<file path="src/rtl/qhb_pkg.sv">
// ----------------------------------------------------------------------------
// qhb_pkg: shared constants and types of the quad hit test
// Holds the radius width and reset value, the corner count and the result record.
// ----------------------------------------------------------------------------
package qhb_pkg;

  localparam int NUM_CORNERS     = 4;
  localparam int CORNER_IDX_BITS = 2;

  localparam int RADIUS_BITS = 12;
  localparam int RR_BITS     = 2 * RADIUS_BITS;

  // 18 px at 1/16 pixel resolution
  localparam logic [RADIUS_BITS-1:0] RADIUS_RESET = 12'd288;
  localparam logic [RR_BITS-1:0]     RR_RESET     =
      RR_BITS'(RADIUS_RESET) * RR_BITS'(RADIUS_RESET);

  typedef struct packed {
    logic                       handle_found;
    logic [CORNER_IDX_BITS-1:0] handle_index;
    logic                       body_hit;
  } qhb_result_t;

endpackage

</file>
<file path="src/rtl/qhb_classify.sv">
// ----------------------------------------------------------------------------
// qhb_classify: final compare stage
// Turns the registered products into handle and body decisions.
// ----------------------------------------------------------------------------
module qhb_classify import qhb_pkg::*; #(
  parameter int COORD_BITS = 20
) (
  input  logic signed [2*(COORD_BITS+1)-1:0] dsq_x_i [NUM_CORNERS],
  input  logic signed [2*(COORD_BITS+1)-1:0] dsq_y_i [NUM_CORNERS],
  input  logic signed [2*(COORD_BITS+3)-1:0] psq_x_i,
  input  logic signed [2*(COORD_BITS+3)-1:0] psq_y_i,
  input  logic signed [2*(COORD_BITS+3)-1:0] ksq_x_i [NUM_CORNERS],
  input  logic signed [2*(COORD_BITS+3)-1:0] ksq_y_i [NUM_CORNERS],
  input  logic signed [2*(COORD_BITS+1)-1:0] crs_l_i [NUM_CORNERS],
  input  logic signed [2*(COORD_BITS+1)-1:0] crs_r_i [NUM_CORNERS],
  input  logic        [RR_BITS-1:0]          rr_i,
  output qhb_result_t                        result_o
);

  localparam int PW = 2 * (COORD_BITS + 1);
  localparam int QW = 2 * (COORD_BITS + 3);

  logic signed [PW:0] rr_ext;
  logic signed [QW:0] pc;
  logic               hit  [NUM_CORNERS];
  logic [NUM_CORNERS-1:0] pos;
  logic [NUM_CORNERS-1:0] neg;

  assign rr_ext = $signed({{(PW + 1 - RR_BITS){1'b0}}, rr_i});
  assign pc     = (QW+1)'(psq_x_i) + (QW+1)'(psq_y_i);

  for (genvar k = 0; k < NUM_CORNERS; k++) begin : g_corner
    logic signed [PW:0] dsq;
    logic signed [QW:0] kc;
    logic signed [PW:0] crs;

    assign dsq    = (PW+1)'(dsq_x_i[k]) + (PW+1)'(dsq_y_i[k]);
    assign kc     = (QW+1)'(ksq_x_i[k]) + (QW+1)'(ksq_y_i[k]);
    assign hit[k] = (dsq <= rr_ext) && (pc >= kc);
    assign crs    = (PW+1)'(crs_l_i[k]) - (PW+1)'(crs_r_i[k]);
    assign pos[k] = (crs > 0);
    assign neg[k] = (crs < 0);
  end

  // Lowest corner wins: scan from the top so the last match stands.
  always_comb begin
    result_o.handle_found = 1'b0;
    result_o.handle_index = '0;
    for (int k = NUM_CORNERS - 1; k >= 0; k--) begin
      if (hit[k]) begin
        result_o.handle_found = 1'b1;
        result_o.handle_index = CORNER_IDX_BITS'(k);
      end
    end
    result_o.body_hit = (neg == '0) || (pos == '0);
  end

endmodule

</file>
<file path="config.mk">
export PLATFORM = sky130hd
export DESIGN_NAME = qhb_classify
export DESIGN_NICKNAME = d
export VERILOG_FILES = /design/src/rtl/qhb_pkg.sv /design/src/rtl/qhb_classify.sv
export SDC_FILE = /design/constraint.sdc
export NUM_CORES = 2
export LEC_CHECK = 0
export ABC_AREA = 1
export BUFFER_PORTS_ARGS = -buffer_cell sky130_fd_sc_hd__buf_2
export CAP_MARGIN = 15
export CORE_AREA = 2 2 455 457
export DETAILED_ROUTE_END_ITERATION = 10
export DIE_AREA = 0 0 457 459
export GPL_ROUTABILITY_DRIVEN = 0
export PLACE_DENSITY = 0.45
export SLEW_MARGIN = 20
export SYNTH_ARGS = -nofsm -noshare
export SYNTH_HDL_FRONTEND = slang
export SYNTH_SLANG_ARGS = --single-unit
export TNS_END_PERCENT = 10
</file>
<file path="constraint.sdc">
create_clock -name vclk -period 8.6
set_input_delay 1.29 -clock vclk [all_inputs]
set_output_delay 1.29 -clock vclk [all_outputs]
set_load 0.02 [all_outputs]
</file>
; ---- After elaboration in Yosys (flattened, before gate mapping)
; Index checks and enable logic that the tools add are counted.
[classes]
n_addsub = 13
magnitude_cmp = 16
mux = 4
reduce_logical = 7
[op_table]
columns = op, count
row1 = $add A46 B46 Y47, 5
row2 = $ge A47 B47 Y1, 4
row3 = $add A42 B42 Y43, 4
row4 = $gt A43 B1 Y1 const B, 4
row5 = $le A43 B25 Y1, 4
row6 = $lt A43 B1 Y1 const B, 4
row7 = $sub A42 B42 Y43, 4
row8 = $mux W3, 4
row9 = $logic_not A4 Y1, 2
row10 = $logic_and A1 B1 Y1, 4
row11 = $logic_or A1 B1 Y1, 1
[word_totals]
register_bits = 0
input_bits = 1156
output_inout_bits = 4
wordCells = 40

; ---- Depth between registers and ports, before layout
[logic_depth]
word_depth = 7
ltp_mapped = 36
mapped_depth_nobuf = 36

; ---- Worst setup path after synthesis
; OpenSTA, ideal clock, no wires.
[synth_timing]
kind = in2out
startpoint = input port ksq_x_i[0] (netlist bit)
endpoint = output port result_o[2] (netlist bit)
t_arrival_ps = 5008
setup_slack_ps = 2302
stages = 33
path_buffers = 0
path_cell_list = ha_1 > inv_1 > fa_1 > inv_1 > nand3_1 > nand3_2 > inv_1 > o21bai_1 > a21boi_2 > o21bai_1 > a21oi_1 > o21bai_2 > a21oi_1 > o21bai_2 > nand2_1 > inv_1 > nor2_1 > xor2_1 > ha_1 > nand2_1 > nor2_1 > nand3_1 > nor2_4 > nand2_1 > nor2_1 > nand2_1 > nand3_1 > nand2_1 > nand3_2 > nand2_1 > nand2_1 > nand2_1 > nor2_1
[synth_rtl]
columns = item, line
row1 = from (decl), qhb_classify.sv:12  ; input logic signed [2*(COORD_BITS+3)-1:0] ksq_x_i [NUM_CORNERS],
row2 = to (decl), qhb_classify.sv:17  ; output qhb_result_t result_o

==> results.toml <==
[finish]
register_area_um2 = 0
fin_cells = 11400
clkbuf_count = 0
layout.nets = 10600
multi_input_area_mm2 = 0.0385
area_growth_pct = 22.4
fillers = 23800
drive_gt1_share_pct = 16.1
nFlopsAndLatches = 0

[grt]
track_usage_pct = 23.7
overflow = 0
grt_first_pass_wirelength_mm = 369
antenna_found_initial = 123
grt_pass1_vias = 54700
grt_max_degree = 10

[placement]
dp_hpwl_mm = 243
dpl.cell_count = 11300
portBuffers = 1160

[detailed_routing]
num_vias = 56700
ant_nets = 0
dr.pass1.iters = 6
wire_per_inst_um = 23.1
routed_via_density = 4.98
totalWireLength_mm = 263
drc = 0
drt-initial-drc-count = 4214

[clock_tree]
post_cts_buffers = 0
post_cts_resized = 0
ctsHoldBuffers = 0

[critical_path]
critPathRequiredTime_ns = 7.31
startpoint_type = "primary input"
crit_path_end_kind = "output pin"
crit_start = "ksq_x_i[46]"
crit_type = "primary input to output pin"
path_delay_family = "simple AND/OR/NAND/NOR gates"
cpPeakStageDelay_ns = 0.45
crit_fanout = 4
path_buf_inv = 5
cpMostUsedCell = "nand2_1"
cpMaxStageDelayCell = "o21bai_1"
cp.arrival_ns = 6.07

[power]
p_leak_nw = 27.7
seq_power_share_pct = 0
p_int_mw = 1.77
p_sw_mw = 3.28
power_density_mw_per_mm2 = 96.5
peakVddDrop_v = 0.0000329
combPwrFrac_pct = 100.0
p_clk_share_pct = 0
switching_share_pct = 64.9

[logic_synthesis]
syn_avg_cell_area_um2 = 5.74
netlist_area_mm2 = 0.0427
synth_nets = 9426
synth_cells = 7441
ys_seq_area_share_pct = 0
yosysWarnings = 0
ys_types = 65

[run]
cap_violations = 0

[min_path]
hp-start = "crs_l_i[167]"
hp-class = "primary input to output pin"

[floorplanning]
rows = 167
initial_core_util_pct = 20.8
die_x_um = 457
io_pins = 1160
die_y_um = 459
coreArea_mm2 = 0.206
die-area_mm2 = 0.210

[timing]
hold_violations = 0
fmax_mhz = 136
tns_ns = 0
setup_viol = 0
min_period_over_period_pct = 85.6
finalMaxSlewViolations = 0
hold-worst-slack_ns = 3.51
rsz0062_at_grt = "no"
maxSlewHeadroom_pct = 40.5
tightest_slew_ns = 0.890
min_period_ns = 7.36

[status]
status = "completed"
## logic make-up after synthesis
group	count (synthesis)	synth area share, %
simple gates	3356	33.4
buf+inv	1120	9.84
fa+ha+maj	829	24.5
xor+xnor	470	9.63
compound gates	1666	22.6
## stage by stage
stage	util (%)	setup slack (ns)	power (mW)	area, um^2
2_1_floorplan	-	2.30	3.14	42700
3_3_place_gp	25.4	0.999	4.95	52200
3_5_place_dp	25.4	1.02	4.97	52200
4_1_cts	25.4	1.01	5.00	52200
5_1_grt	25.4	0.703	5.55	52200
6_report	25.4	1.24	5.05	52300
## power by group through the flow
| stage | Combinational [mW] | Clock [mW] | Sequential [mW] |
|---|---|---|---|
| global placement | 4.95 | 0 | 0 |
| detailed placement | 4.97 | 0 | 0 |
| CTS | 5.00 | 0 | 0 |
| floorplan | 3.14 | 0 | 0 |
| finish | 5.05 | 0.000000828 | 0 |
| global route | 5.55 | 0.000000378 | 0 |
## cell type report
cell class,instances,area share (%)
Multi-Input combinational cell,6321,73.7
Tap cell,2704,6.47
Inverter,1118,8.02
Timing Repair Buffer,1193,11.6
Antenna cell,52,0.249
## synth_stat cells, drive strengths merged, types with 20 or more instances
| cell type | number | area, um^2 |
|---|---|---|
| nand3 | 346 | 1840 |
| nand3b | 41 | 315 |
| nand4 | 120 | 751 |
| ha | 816 | 10200 |
| inv | 1117 | 4190 |
| o21bai | 85 | 661 |
| xor2 | 281 | 2460 |
| a31oi | 107 | 669 |
| and3 | 20 | 125 |
| o21a | 41 | 308 |
| xnor2 | 189 | 1660 |
| nand2 | 1798 | 6900 |
| nor4 | 52 | 325 |
| a21oi | 799 | 4100 |
| a21boi | 32 | 248 |
| o211ai | 36 | 285 |
| a21o | 93 | 698 |
| nor3 | 87 | 465 |
| nor2 | 857 | 3320 |
| o21ai | 400 | 2040 |
## worst paths after layout
kind,depth (start not counted),slack [ns],endpoint
worst max-delay path,29,1.24,result_o[2]
worst min-delay path,7,3.51,result_o[0]
## cell usage in the layout, fill, tap and decap left out, types with 17 or more instances in the layout
cell type and n:
nand3b_1 39, o211ai_1 33, o21bai_1 79, nor2_2 28, diode_2 52, nor4_1 52, nor2_1 825, nor3_1 81
a21boi_0 24, xor2_1 281, xnor2_1 186, a21o_1 93, nand2_1 1746, o21ai_0 345, a21oi_2 24, nand2_2 48
o21ai_1 44, nand4_1 120, a31oi_1 107, and3_1 20, nand3_1 325, a21oi_1 774, buf_2 1160, inv_1 1103
ha_1 816, buf_4 33, nand3_2 20, a211oi_1 17, o21a_1 41
## routing by layer
metal | wire length (um) | vias up | track usage [%]
met5 | 375 | - | 0
met1 | 108000 | 26100 | 28.8
met3 | 18300 | 484 | 3.60
met4 | 16400 | 60 | 12.2
met2 | 119000 | 2532 | 40.1
li1 | - | 27500 | -
Note: power is estimated with default switching activity, not from simulation.
